[src/rtl/mesh_neighbor_leader_table_core_defines.svh]
// Assertion macros for the neighbor leader table core.
// Used by the top level only; needs clk_i and rst_ni in scope.
`ifndef MESH_NEIGHBOR_LEADER_TABLE_CORE_DEFINES_SVH
`define MESH_NEIGHBOR_LEADER_TABLE_CORE_DEFINES_SVH

// Same-cycle implication, disabled during reset.
`define MNLT_ASSERT_NOW(lbl, ante, cons) \
  lbl: assert property (@(posedge clk_i) disable iff (!rst_ni) (ante) |-> (cons)) \
    else $error("mnlt assertion failed");

// Next-cycle implication, disabled during reset.
`define MNLT_ASSERT_NEXT(lbl, ante, cons) \
  lbl: assert property (@(posedge clk_i) disable iff (!rst_ni) (ante) |=> (cons)) \
    else $error("mnlt assertion failed");

`endif

[src/rtl/mnlt_pkg.sv]
// Types, constants and helper functions for the neighbor leader table.
// No dependencies; used by the row memory and the core.
package mnlt_pkg;

  localparam int unsigned MacW   = 48;
  localparam int unsigned IdW    = 8;
  localparam int unsigned HopW   = 8;
  localparam int unsigned ScoreW = 16;
  localparam int unsigned CfgIdxW = 2;

  localparam logic [HopW-1:0]   HOP_MAX    = 8'd200;
  localparam logic [HopW-1:0]   HOP_ORPHAN = 8'd100;
  localparam logic [ScoreW-1:0] SCORE_NEW  = 16'd90;
  localparam logic signed [ScoreW+1:0] SCORE_LEAD = 18'sd100;

  localparam logic [CfgIdxW-1:0] CFG_OWN_MAC  = 2'd0;
  localparam logic [CfgIdxW-1:0] CFG_OWN_ID   = 2'd1;
  localparam logic [CfgIdxW-1:0] CFG_GATE_ID  = 2'd2;

  typedef struct packed {
    logic [MacW-1:0] src_mac;
    logic [MacW-1:0] target_mac;
    logic [IdW-1:0]  sender_id;
    logic [HopW-1:0] sender_hops;
    logic [IdW-1:0]  final_dest_id;
  } in_item_t;

  typedef struct packed {
    logic            forward_valid;
    logic [MacW-1:0] forward_mac;
    logic [HopW-1:0] forward_hops;
    logic [IdW-1:0]  forward_sender;
    logic            from_leader;
    logic            leader_present;
    logic [HopW-1:0] own_hops;
  } out_item_t;

  // One table row as held in memory.
  typedef struct packed {
    logic [MacW-1:0]   mac;
    logic [HopW-1:0]   hops;
    logic [ScoreW-1:0] score;
  } row_t;

  function automatic logic [ScoreW-1:0] sat16(input logic signed [ScoreW+1:0] v);
    logic [ScoreW-1:0] r;
    if (v > 18'sd32767) begin
      r = 16'h7fff;
    end else if (v < -18'sd32768) begin
      r = 16'h8000;
    end else begin
      r = v[ScoreW-1:0];
    end
    return r;
  endfunction

  function automatic logic [HopW-1:0] hop_plus_one(input logic [HopW-1:0] h);
    logic [HopW-1:0] r;
    if (h >= HOP_MAX) begin
      r = HOP_MAX;
    end else begin
      r = h + 8'd1;
    end
    return r;
  endfunction

endpackage

[src/rtl/mnlt_row_mem.sv]
// Single-port-write, single-port-read row memory with registered read data.
// Depends on mnlt_pkg for the row type.
module mnlt_row_mem #(
  parameter int unsigned Rows = 16,
  parameter int unsigned AddrW = 4
) (
  input  logic              clk_i,
  input  logic              we_i,
  input  logic [AddrW-1:0]  waddr_i,
  input  mnlt_pkg::row_t    wdata_i,
  input  logic [AddrW-1:0]  raddr_i,
  output mnlt_pkg::row_t    rdata_o
);
  import mnlt_pkg::*;

  row_t mem [Rows];
  row_t rdata_q;

  always_ff @(posedge clk_i) begin
    if (we_i) begin
      mem[waddr_i] <= wdata_i;
    end
    rdata_q <= mem[raddr_i];
  end

  assign rdata_o = rdata_q;

endmodule

[src/rtl/mesh_neighbor_leader_table_core.sv]
// Neighbor leader table core: one result per overheard packet, one packet at a time.
// Flow per packet: each row is read and compared in turn, then a finish step; a known sender
// adds an update step and either a lowering step that changes nothing or, when its score passes
// 100, a read-and-lower pass over every row.
// A new packet is taken only once the last one has finished; a held result stalls the finish.
// Reset (async, active low) frees all rows, clears the leader, sets hops to 100.
module mesh_neighbor_leader_table_core #(
  parameter int unsigned TABLE_ROWS = 16
) (
  input  logic                              clk_i,
  input  logic                              rst_ni,
  input  logic                              cfg_we_i,
  input  logic [mnlt_pkg::CfgIdxW-1:0]      cfg_idx_i,
  input  logic [mnlt_pkg::MacW-1:0]         cfg_wdata_i,
  input  logic                              in_valid_i,
  output logic                              in_ready_o,
  input  mnlt_pkg::in_item_t                in_data_i,
  output logic                              out_valid_o,
  input  logic                              out_ready_i,
  output mnlt_pkg::out_item_t               out_data_o
);
  import mnlt_pkg::*;
  `include "mesh_neighbor_leader_table_core_defines.svh"

  localparam int unsigned AW = (TABLE_ROWS > 1) ? $clog2(TABLE_ROWS) : 1;
  localparam logic [AW-1:0] LAST = AW'(TABLE_ROWS - 1);

  typedef enum logic [6:0] {
    S_IDLE = 7'b0000001,
    S_RD   = 7'b0000010,
    S_CMP  = 7'b0000100,
    S_INS  = 7'b0001000,
    S_UPD  = 7'b0010000,
    S_LRD  = 7'b0100000,
    S_LWR  = 7'b1000000
  } state_e;

  state_e state_q, state_d;
  logic fin;

  logic [MacW-1:0] own_mac_q;
  logic [IdW-1:0]  own_id_q, gate_id_q;

  logic [TABLE_ROWS-1:0] row_valid_q, row_valid_d;
  logic [AW-1:0] leader_row_q, leader_row_d;
  logic          leader_valid_q, leader_valid_d;
  logic [HopW-1:0] hop_q, hop_d;
  logic [MacW-1:0] lmac_q, lmac_d;

  in_item_t item_q;
  logic [AW-1:0] cnt_q, cnt_d;
  logic [AW-1:0] hit_q, hit_d, free_q, free_d;
  logic          free_found_q, free_found_d;
  logic [ScoreW-1:0] hit_score_q, hit_score_d;
  logic [ScoreW-1:0] delta_q, delta_d;

  logic out_valid_q;
  out_item_t out_q;

  logic          mem_we;
  logic [AW-1:0] mem_waddr, mem_raddr;
  row_t          mem_wdata, mem_rdata;

  mnlt_row_mem #(.Rows(TABLE_ROWS), .AddrW(AW)) u_mem (
    .clk_i   (clk_i),
    .we_i    (mem_we),
    .waddr_i (mem_waddr),
    .wdata_i (mem_wdata),
    .raddr_i (mem_raddr),
    .rdata_o (mem_rdata)
  );

  logic is_leader;
  logic [HopW-1:0] upd_hop;
  logic [ScoreW-1:0] upd_score, low_score;
  logic signed [ScoreW+1:0] upd_sum;
  logic fwd;

  assign is_leader = leader_valid_q && (leader_row_q == hit_q);
  assign upd_hop   = is_leader ? hop_plus_one(item_q.sender_hops) : hop_q;
  assign upd_sum   = $signed({{2{hit_score_q[ScoreW-1]}}, hit_score_q})
                   + $signed({10'd0, upd_hop}) - $signed({10'd0, item_q.sender_hops})
                   + 18'sd1;
  assign upd_score = sat16(upd_sum);
  assign low_score = sat16($signed({{2{mem_rdata.score[ScoreW-1]}}, mem_rdata.score})
                         - $signed({2'b00, delta_q}));

  always_comb begin
    state_d        = state_q;
    cnt_d          = cnt_q;
    hit_d          = hit_q;
    free_d         = free_q;
    free_found_d   = free_found_q;
    hit_score_d    = hit_score_q;
    delta_d        = delta_q;
    row_valid_d    = row_valid_q;
    leader_row_d   = leader_row_q;
    leader_valid_d = leader_valid_q;
    hop_d          = hop_q;
    lmac_d         = lmac_q;
    mem_we         = 1'b0;
    mem_waddr      = cnt_q;
    mem_wdata      = '{mac: item_q.src_mac, hops: item_q.sender_hops, score: SCORE_NEW};
    mem_raddr      = cnt_q;
    fin            = 1'b0;
    case (state_q)
      S_IDLE: begin
        if (in_valid_i) begin
          cnt_d        = '0;
          free_found_d = 1'b0;
          state_d      = S_RD;
        end
      end
      S_RD: begin
        state_d = S_CMP;
      end
      S_CMP: begin
        if (row_valid_q[cnt_q] && (mem_rdata.mac == item_q.src_mac)) begin
          hit_d       = cnt_q;
          hit_score_d = mem_rdata.score;
          state_d     = S_UPD;
        end else begin
          if (!row_valid_q[cnt_q] && !free_found_q) begin
            free_d       = cnt_q;
            free_found_d = 1'b1;
          end
          if (cnt_q == LAST) begin
            state_d = S_INS;
          end else begin
            cnt_d   = cnt_q + 1'b1;
            state_d = S_RD;
          end
        end
      end
      S_INS: begin
        fin = 1'b1;
        if (free_found_q && (!out_valid_q || out_ready_i)) begin
          mem_we    = 1'b1;
          mem_waddr = free_q;
          row_valid_d[free_q] = (item_q.sender_id != '0);
          // A reused row still backs a stale leader pointer.
          if (leader_row_q == free_q) begin
            lmac_d = item_q.src_mac;
          end
          if (!leader_valid_q && (item_q.sender_hops < hop_q)) begin
            leader_valid_d = 1'b1;
            leader_row_d   = free_q;
            hop_d          = hop_plus_one(item_q.sender_hops);
            lmac_d         = item_q.src_mac;
          end
        end
      end
      S_UPD: begin
        mem_we    = 1'b1;
        mem_waddr = hit_q;
        mem_wdata.score = upd_score;
        hop_d     = upd_hop;
        if ($signed({{2{upd_score[ScoreW-1]}}, upd_score}) > SCORE_LEAD) begin
          if (!is_leader) begin
            leader_valid_d = 1'b1;
            leader_row_d   = hit_q;
            hop_d          = hop_plus_one(item_q.sender_hops);
            lmac_d         = item_q.src_mac;
          end
          delta_d = upd_score - 16'd100;
          cnt_d   = '0;
          state_d = S_LRD;
        end else begin
          state_d = S_LWR;
          cnt_d   = LAST;
          delta_d = '0;
        end
      end
      S_LRD: begin
        state_d = S_LWR;
      end
      S_LWR: begin
        if (delta_q != '0 && row_valid_q[cnt_q]) begin
          mem_we    = 1'b1;
          mem_wdata = '{mac: mem_rdata.mac, hops: mem_rdata.hops, score: low_score};
          if (low_score[ScoreW-1]) begin
            row_valid_d[cnt_q] = 1'b0;
            if (leader_valid_q && (leader_row_q == cnt_q)) begin
              leader_valid_d = 1'b0;
              hop_d          = HOP_ORPHAN;
            end
          end
        end
        if (cnt_q == LAST) begin
          state_d = S_INS;
          free_found_d = 1'b0;
        end else begin
          cnt_d   = cnt_q + 1'b1;
          state_d = S_LRD;
        end
      end
      default: state_d = S_IDLE;
    endcase
    // Result stage: the insert state doubles as the finishing step.
    if (fin) begin
      if (!out_valid_q || out_ready_i) begin
        state_d = S_IDLE;
      end else begin
        row_valid_d    = row_valid_q;
        leader_valid_d = leader_valid_q;
        leader_row_d   = leader_row_q;
        hop_d          = hop_q;
        lmac_d         = lmac_q;
      end
    end
  end

  assign in_ready_o = (state_q == S_IDLE);
  assign fwd = (item_q.target_mac == own_mac_q) && leader_valid_d;

  always_ff @(posedge clk_i or negedge rst_ni) begin
    if (!rst_ni) begin
      state_q        <= S_IDLE;
      row_valid_q    <= '0;
      leader_row_q   <= '0;
      leader_valid_q <= 1'b0;
      hop_q          <= HOP_ORPHAN;
      out_valid_q    <= 1'b0;
      own_mac_q      <= '0;
      own_id_q       <= '0;
      gate_id_q      <= '0;
      cnt_q          <= '0;
      free_found_q   <= 1'b0;
    end else begin
      state_q        <= state_d;
      row_valid_q    <= row_valid_d;
      leader_row_q   <= leader_row_d;
      leader_valid_q <= leader_valid_d;
      hop_q          <= hop_d;
      cnt_q          <= cnt_d;
      free_found_q   <= free_found_d;
      if (cfg_we_i) begin
        case (cfg_idx_i)
          CFG_OWN_MAC: own_mac_q <= cfg_wdata_i;
          CFG_OWN_ID:  own_id_q  <= cfg_wdata_i[IdW-1:0];
          CFG_GATE_ID: gate_id_q <= cfg_wdata_i[IdW-1:0];
          default: ;
        endcase
      end
      if (fin && (!out_valid_q || out_ready_i)) begin
        out_valid_q <= 1'b1;
      end else if (out_ready_i) begin
        out_valid_q <= 1'b0;
      end
    end
  end

  always_ff @(posedge clk_i) begin
    if (in_valid_i && in_ready_o) begin
      item_q <= in_data_i;
    end
    hit_q       <= hit_d;
    free_q      <= free_d;
    hit_score_q <= hit_score_d;
    delta_q     <= delta_d;
    lmac_q      <= lmac_d;
    if (fin && (!out_valid_q || out_ready_i)) begin
      out_q.forward_valid  <= fwd;
      out_q.forward_mac    <= !fwd ? '0 :
                              (item_q.final_dest_id == gate_id_q) ? lmac_d : item_q.target_mac;
      out_q.forward_hops   <= fwd ? hop_d : '0;
      out_q.forward_sender <= fwd ? own_id_q : '0;
      out_q.from_leader    <= leader_valid_d && (lmac_d == item_q.src_mac);
      out_q.leader_present <= leader_valid_d;
      out_q.own_hops       <= hop_d;
    end
  end

  assign out_valid_o = out_valid_q;
  assign out_data_o  = out_q;

  `MNLT_ASSERT_NOW(a_hop_range, 1'b1, hop_q <= HOP_MAX)
  `MNLT_ASSERT_NEXT(a_accept_starts_scan, in_valid_i && in_ready_o, state_q == S_RD)
  `MNLT_ASSERT_NEXT(a_orphan_hops,
    state_q == S_LWR && delta_q != '0 && row_valid_q[cnt_q] && low_score[ScoreW-1] &&
    leader_valid_q && leader_row_q == cnt_q,
    !leader_valid_q && hop_q == HOP_ORPHAN)

endmodule

[config.mk]
export PLATFORM = sky130hd
export DESIGN_NAME = mesh_neighbor_leader_table_core
export DESIGN_NICKNAME = d
export VERILOG_FILES = /design/src/rtl/mnlt_pkg.sv /design/src/rtl/mnlt_row_mem.sv /design/src/rtl/mesh_neighbor_leader_table_core.sv
export VERILOG_INCLUDE_DIRS = /design/src /design/src/rtl
export SDC_FILE = /design/constraint.sdc
export NUM_CORES = 2
export LEC_CHECK = 0
export BUFFER_PORTS_ARGS = -buffer_cell sky130_fd_sc_hd__clkbuf_2
export CAP_MARGIN = 10
export CORE_UTILIZATION = 59
export DETAILED_ROUTE_END_ITERATION = 12
export GPL_TIMING_DRIVEN = 0
export PLACE_DENSITY = 0.77
export REMOVE_ABC_BUFFERS = 1
export SLEW_MARGIN = 20
export SYNTH_ARGS = -nofsm -noshare
export SYNTH_HDL_FRONTEND = slang
export SYNTH_SLANG_ARGS = --single-unit
[constraint.sdc]
create_clock -name clk_i -period 10.2 [get_ports clk_i]
set_clock_uncertainty 0.2 [all_clocks]
set_input_delay 1.53 -clock clk_i [delete_from_list [all_inputs] [get_ports clk_i]]
set_output_delay 1.53 -clock clk_i [all_outputs]
set_load 0.1 [all_outputs]
# Word-level counts from Yosys, hierarchy flattened
# Memory sizes are Yosys's and may differ from the RTL's. A register that Yosys moved wholly into a read port is not among the register bits.
# Cells that the tools add are included.
# classes
n_eq_ne,22
n_bitwise,3
magnitude_cmp,11
n_reduce_logical,31
mux,86
n_addsub,7
# op_table
cell,count
two-way mux 48 bit,8
== test 48 bit,3
two-way mux 16 bit,9
one-hot mux 48 bit (2 select lines),1
two-way mux 8 bit,11
two-way mux 72 bit,1
one-hot mux 16 bit (2 select lines),2
two-way mux 56 bit,1
one-hot mux 7 bit (7 select lines),1
two-way mux 4 bit,12
"greater-than comparator 18 x 16 -> 1 bit, second input constant",2
"< comparator 18 x 16 -> 1 bit, second input constant",2
two-way mux 7 bit,4
one-hot mux 8 bit (3 select lines),1
two-way mux 1 bit,23
"adder 18 x 2 -> 18 bit, second input constant",1
subtractor 16 x 17 -> 18 bit,1
subtractor 17 x 9 -> 18 bit,1
adder 16 x 9 -> 17 bit,1
bitwise AND 16 bit,1
bitwise mux 16 bit,1
"greater-than comparator 16 x 8 -> 1 bit, second input constant",1
NOT 16 bit,1
one-hot mux 4 bit (2 select lines),2
other kinds (40),69
# totals
reg_bits,389
ram_bits,1152
mem_count,1
# mem_list
memory,words,width,rd,rd_ports_with_merged_regs,wr,line,rtl
u_mem.mem,16,72,1,1,1,mnlt_row_mem.sv:16,row_t mem [Rows];

# Longest topological paths before layout
# depth
word_depth,16
ltp_mapped,29

# By module
# Synthesis repeated with hierarchy kept, for this count alone.
# unflattened
hier_cells,3949
area_unflattened_um2,66787.8
# by_module_without_submodules
mod,n_inst,cells_per_inst,area_each_um2
mnlt_row_mem,1,1850,44551.5
mesh_neighbor_leader_table_core,1,2099,22236.3

# Worst setup path before layout
# Ideal clock, no wire load.
# synth_path
path_kind,input to register
start,in out_ready_i
end,"mem u_mem.mem[4][0] (netlist bit), enable pin"
setup_slack_ns,2.315
path_stages,10
required_ns,9.514
path_buffers,1
t_arrival_ns,7.198
setup_time_ns,0.486
path_cell_list,nand2b_1 -> nand2_1 -> inv_1 -> and2_1 -> clkbuf_1 -> nor2_1 -> nand2_1 -> nand2_1 -> or2_2 -> nor2_1
# synth_between
elab_chain_cells,6
word_cells_on_any_way,8
classes_between,6 x mux; 2 x reduce/logical
# synth_lines
item,line,rtl
from (decl),mesh_neighbor_leader_table_core.sv:19,"input logic out_ready_i,"
logical OR 1 bit (*),mesh_neighbor_leader_table_core.sv:137,if (free_found_q && (!out_valid_q || out_ready_i)) begin
logical AND 1 bit (*),mesh_neighbor_leader_table_core.sv:137,
two-way mux 1 bit,mesh_neighbor_leader_table_core.sv:137,
one-hot mux 1 bit (3 select lines),mesh_neighbor_leader_table_core.sv:106,case (state_q)
two-way mux 1 bit,mnlt_row_mem.sv:20,if (we_i) begin
two-way mux 1 bit (not written as such),mnlt_row_mem.sv:21,mem[waddr_i] <= wdata_i;
to (decl),mnlt_row_mem.sv:16,
# Mark *: on every way between the ends. The rest lies on a longest branch, timed or not.

# Worst setup path in the final report
# layout_path
start,reg item_q[13] (netlist bit)
end,"reg out_q, in the netlist out_data_o[53] (data pin)"
# layout_between
elab_chain_cells,15
word_cells_on_any_way,28
classes_between,4 x add/sub; 5 x order compare; 17 x mux; 2 x reduce/logical
# layout_lines
item,line,rtl
from (decl),mesh_neighbor_leader_table_core.sv:50,in_item_t item_q;
from (signal assigned),mesh_neighbor_leader_table_core.sv:255,item_q <= in_data_i;
adder 8 x 1 -> 8 bit / >= comparator 8 bit (equally long branches),"mnlt_pkg.sv:62, mnlt_pkg.sv:59",
two-way mux 8 bit,mnlt_pkg.sv:59,if (h >= HOP_MAX) begin
two-way mux 8 bit,mesh_neighbor_leader_table_core.sv:80,assign upd_hop = is_leader ? hop_plus_one(item_q.sender_hops) : hop_q;
adder 16 x 9 -> 17 bit,mesh_neighbor_leader_table_core.sv:82,"+ $signed({10'd0, upd_hop}) - $signed({10'd0, item_q.sender_hops})"
subtractor 17 x 9 -> 18 bit,mesh_neighbor_leader_table_core.sv:82,
adder 18 x 2 -> 18 bit,mesh_neighbor_leader_table_core.sv:83,+ 18'sd1;
< comparator 18 x 16 -> 1 bit,mnlt_pkg.sv:49,end else if (v < -18'sd32768) begin
two-way mux 16 bit,mnlt_pkg.sv:49,
two-way mux 16 bit,mnlt_pkg.sv:47,if (v > 18'sd32767) begin
greater-than comparator 16 x 8 -> 1 bit,mesh_neighbor_leader_table_core.sv:158,"if ($signed({{2{upd_score[ScoreW-1]}}, upd_score}) > SCORE_LEAD) begin"
two-way mux 1 bit,mesh_neighbor_leader_table_core.sv:158,
one-hot mux 1 bit (3 select lines) (*),mesh_neighbor_leader_table_core.sv:106,
two-way mux 1 bit,mesh_neighbor_leader_table_core.sv:201,if (!out_valid_q || out_ready_i) begin
two-way mux 1 bit (*),mesh_neighbor_leader_table_core.sv:200,if (fin) begin
net leader_valid_d,mesh_neighbor_leader_table_core.sv:46,"logic leader_valid_q, leader_valid_d;"
logical AND 1 bit (*),mesh_neighbor_leader_table_core.sv:214,assign fwd = (item_q.target_mac == own_mac_q) && leader_valid_d;
to (decl),mesh_neighbor_leader_table_core.sv:58,out_item_t out_q;
# The timed path passes the listed nets; every way through them passes the cells marked *.
# A chain may end at the register's enable or synchronous reset.

==> summary.md <==
| Metric | Value |
|---|---|
| Run status | finished clean |
| Slowest CP cell | edfxtp_1 |
| Critical Path Start | item_q[13] |
| Clock Latency Late Sink | 0.79 ns |
| DIE WIDTH | ~320 um |
| IO Count | about 250 |
| Cell count after placement | 4865 |
| Worst-path clk slew | roughly 0.070 ns |
| WHS | approximately 0.27 ns |
| DRC viols | 0 |
| Actual slew at the worst max-slew pin | around 1.2 ns |
| Wire length per cell | 31.24 um |
| Pwr dens | 205.7 nW/um^2 |
| Setup TNS | 0 ns |
| Post-synthesis cell count | 3277 |
| FFs w/ async S/R, synth | between 7 and 8% |
| Final instance area | between 70000 and 80000 sq um |
| Clk pwr share | between 30% and 40% |
| DIE AREA | between 100000 and 150000 sq um |
| Max_cap viols | 0 |
| Non-Filler Instances | ~5k |
| Logic pwr share | a little over an eighth |
| Worst setup path endpoint | out_data_o[53] |
| Met2 Usage GRT | between 40 and 50% |
| RSZ-0062 raised after global routing | false |
| Final Setup Violations | 0 |
| Primary FF master, synth | edfxtp_1 |
| Via/cell ratio | around 6.6 |
| Clock Tree Root | clkbuf_16 |
| Clk sinks | about 1.5k |
| Nets | between 3k and 4k |
| Critical Setup Path Class | reg2reg |
| RePlAce Congestion | just over 0.9 |
| VDD IR max | about 0.19 mV |
| Worst reg2reg path endpoint | out_data_o[53] |
| P_sw | about 0.0037 W |
| Min-Delay Path Class | reg2reg |
| Switching share of power | 25.75% |
| Core area | 100600 sq um |
| Most common cell after layout, fill and taps aside | edfxtp_1 |
| CTS tree | done |
| Met1 Use GR | a little over two fifths |
| Detailed Route WL | 160300 um |
| Vert. Die Dim | between 300 and 400 um |
| Worst Setup End Kind | register |
| Pleak | about 23 nW |
| Sequential share of power | 50.4% |
| Syn Std Cell Area | ~60000 sq um |
| Port buffer count | about 250 |
| Int Pwr | ~0.011 W |
| WP data arrival | approximately 8.6 ns |
| Post-synth EDFFs | around 1.3k |
| Minimum clock period | 8.208 ns |
| Hold Violations, Final | 0 |
| DRT iter0 DRCs | 4338 |
| Cts hold-fix bufs | 0 |
| Worst EP required | 10.58 ns |
| Clock tree buffer depth | 3 |
| Largest net degree at the start of global routing | 65 |
| Routing usage on met3 | 7.556% |
| Syn. warnings | 0 |
| Site row count | 116 |
| Initial Utilization | about three fifths |
| Register bit count reported by yosys | about 1.5k |
| ANT nets after route | 0 |
| Most frequent cells in the layout | edfxtp_1 (1259), mux4_2 (325), clkbuf_2 (250) |
| CTS buffer count | 142 |
| Total track usage | between 30% and 40% |
| Fillers | about 6k |
| Crit-path max FO | 23 |
| Crit-path max cell delay | about 0.55 ns |
| Worst Reg2Reg Path Length in Cells | 23 |
| Area growth syn-to-layout | 16.38% |
| Initial antenna violation count | 10 |
| Reg-to-reg startpoint | item_q[13] |
| Maximum clock frequency | around 120 MHz |
| Fin crit share | 80.47% |
| Fin. max-slew vios | 0 |
| Sequential Area | 42720 sq um |
| Mean Syn Cell Area | ~18 sq um |
| Post-synth cell types | 92 |
| Share of cells above drive strength 1 | approximately 29% |
| Crit start category | register |
| First-pass GRT wire length | 231800 um |
| CTS H-tree depth | 4 |
| Vias | ~34k |
| Seq/Total Area, Yosys | approximately 71% |
| GRT Residual Overflow | 0 |
| Detailed placement HPWL | roughly 100000 um |
| DRT Pass-1 Iters | 10 |
| GRT busiest layer | met2 |
| Vias in the first global route | between 30k and 40k |
| CP cell instances | o311a_1, or3b_2, nand2_1, o21ai_0, fa_1, ha_1, and4_1, a21oi_1, o22ai_1, and2_1, or3_1, mux2i_1, nand2b_1, o21ai_0, ha_1, inv_1, a211o_1, o311ai_4, nand2_2, a221o_1, nand4_4, buf_12, nor2_1 |
| CTS resizes | 0 |
| Max-slew headroom | a little under a quarter |
| Multi-input logic area | approximately 17000 sq um |
| Reg2reg setup slack | roughly 2.0 ns |
| Postcts setup bufs | 0 |
| Placed instance area | around 65000 sq um |
[power groups by stage]
stage	clock, W	sequential (W)	combinational (W)
CTS	0.00530	0.00725	0.00188
global placement	0	0.00754	0.00189
global route	0.00552	0.00727	0.00203
floorplan	0	0.00734	0.00141
finish	0.00526	0.00725	0.00189
detailed placement	0	0.00737	0.00186
[flip-flops by register name, summed over array words and instances (netlist names)]
signal,count
u_mem.mem,1024
item_q,120
out_data_o,75
u_mem.rdata_o,64
lmac_q,48
own_mac_q,48
delta_q,16
hit_score_q,16
row_valid_q,16
gate_id_q,8
hop_q,8
own_id_q,8
state_q,7
cnt_q,4
free_q,4
hit_q,4
leader_row_q,4
free_found_q,1
leader_valid_q,1
out_valid_o,1
[cells in the mapped netlist, types with 38 or more instances]
cell / number / area, sq um
mux4_2: 325 / 7320
a21oi_1: 52 / 260.3
mux2_2: 117 / 1318
dfrtp_1: 102 / 2552
buf_1: 38 / 142.6
edfxtp_1: 1259 / 37810
xnor2_1: 146 / 1279
mux2i_1: 55 / 550.5
nor2_1: 155 / 581.8
o21ai_0: 69 / 345.3
dfxtp_1: 112 / 2242
clkbuf_1: 79 / 296.5
mux2_1: 44 / 495.5
nand2_1: 98 / 367.9
inv_1: 121 / 454.2
ha_1: 48 / 600.6
[critical path, delay by kind of cell, from the launching register on]
family          cells  cell delay, ns
simple gates        9            2.85
compound gates      8            2.44
buf+inv             2            0.42
mux                 1            0.29
fa+ha+maj           3            1.22
flops               1            0.55
[stage by stage]
step	power, W	worst slack, ns	utilization (%)
after floorplan	0.008751	-6.247	-
after global placement	0.009430	-17.55	62.20
after detailed placement	0.009221	2.118	64.97
after CTS	0.01443	2.063	69.60
after global routing	0.01482	1.529	69.61
final	0.01440	1.992	69.61
[kinds of logic after synthesis]
family / count (synthesis) / share of synthesized area [%]
compound gates: 316 / 3.704
fa+ha+maj: 57 / 1.298
mux: 541 / 16.09
buf+inv: 253 / 1.691
xor+xnor: 167 / 2.431
flops: 1477 / 70.98
simple gates: 466 / 3.798
[layout make-up]
| type | instances | share of cell area (%) |
|---|---|---|
| multi-input cells | 1547 | 23.77 |
| diodes | 1 | 0.003574 |
| repair buffers | 362 | 5.479 |
| clock buffers | 203 | 5.663 |
| flip-flops and latches | 1477 | 61.01 |
| clock inverters | 63 | 0.9882 |
| well taps | 1357 | 2.425 |
| inverters | 122 | 0.6612 |
[worst min-delay path by stage]
stage,startpoint,to,depth (start not counted)
finish,u_mem.rdata_o[14],hit_score_q[14],0
global route,u_mem.rdata_o[14],hit_score_q[14],0
CTS,u_mem.rdata_o[14],hit_score_q[14],0
detailed placement,u_mem.rdata_o[14],hit_score_q[14],0
global placement,u_mem.rdata_o[14],hit_score_q[14],0
floorplan,u_mem.rdata_o[0],hit_score_q[0],0
[metal layers]
layer | up-vias | wire [um] | part of all wire (%)
li1 | 13820 | - | -
met1 | 17400 | 59290 | 37
met2 | 2428 | 75510 | 47
met3 | 398 | 19350 | 12
met4 | 10 | 6124 | 3.8
met5 | - | 69 | 0.043
Note: power is estimated with default switching activity, not from simulation.
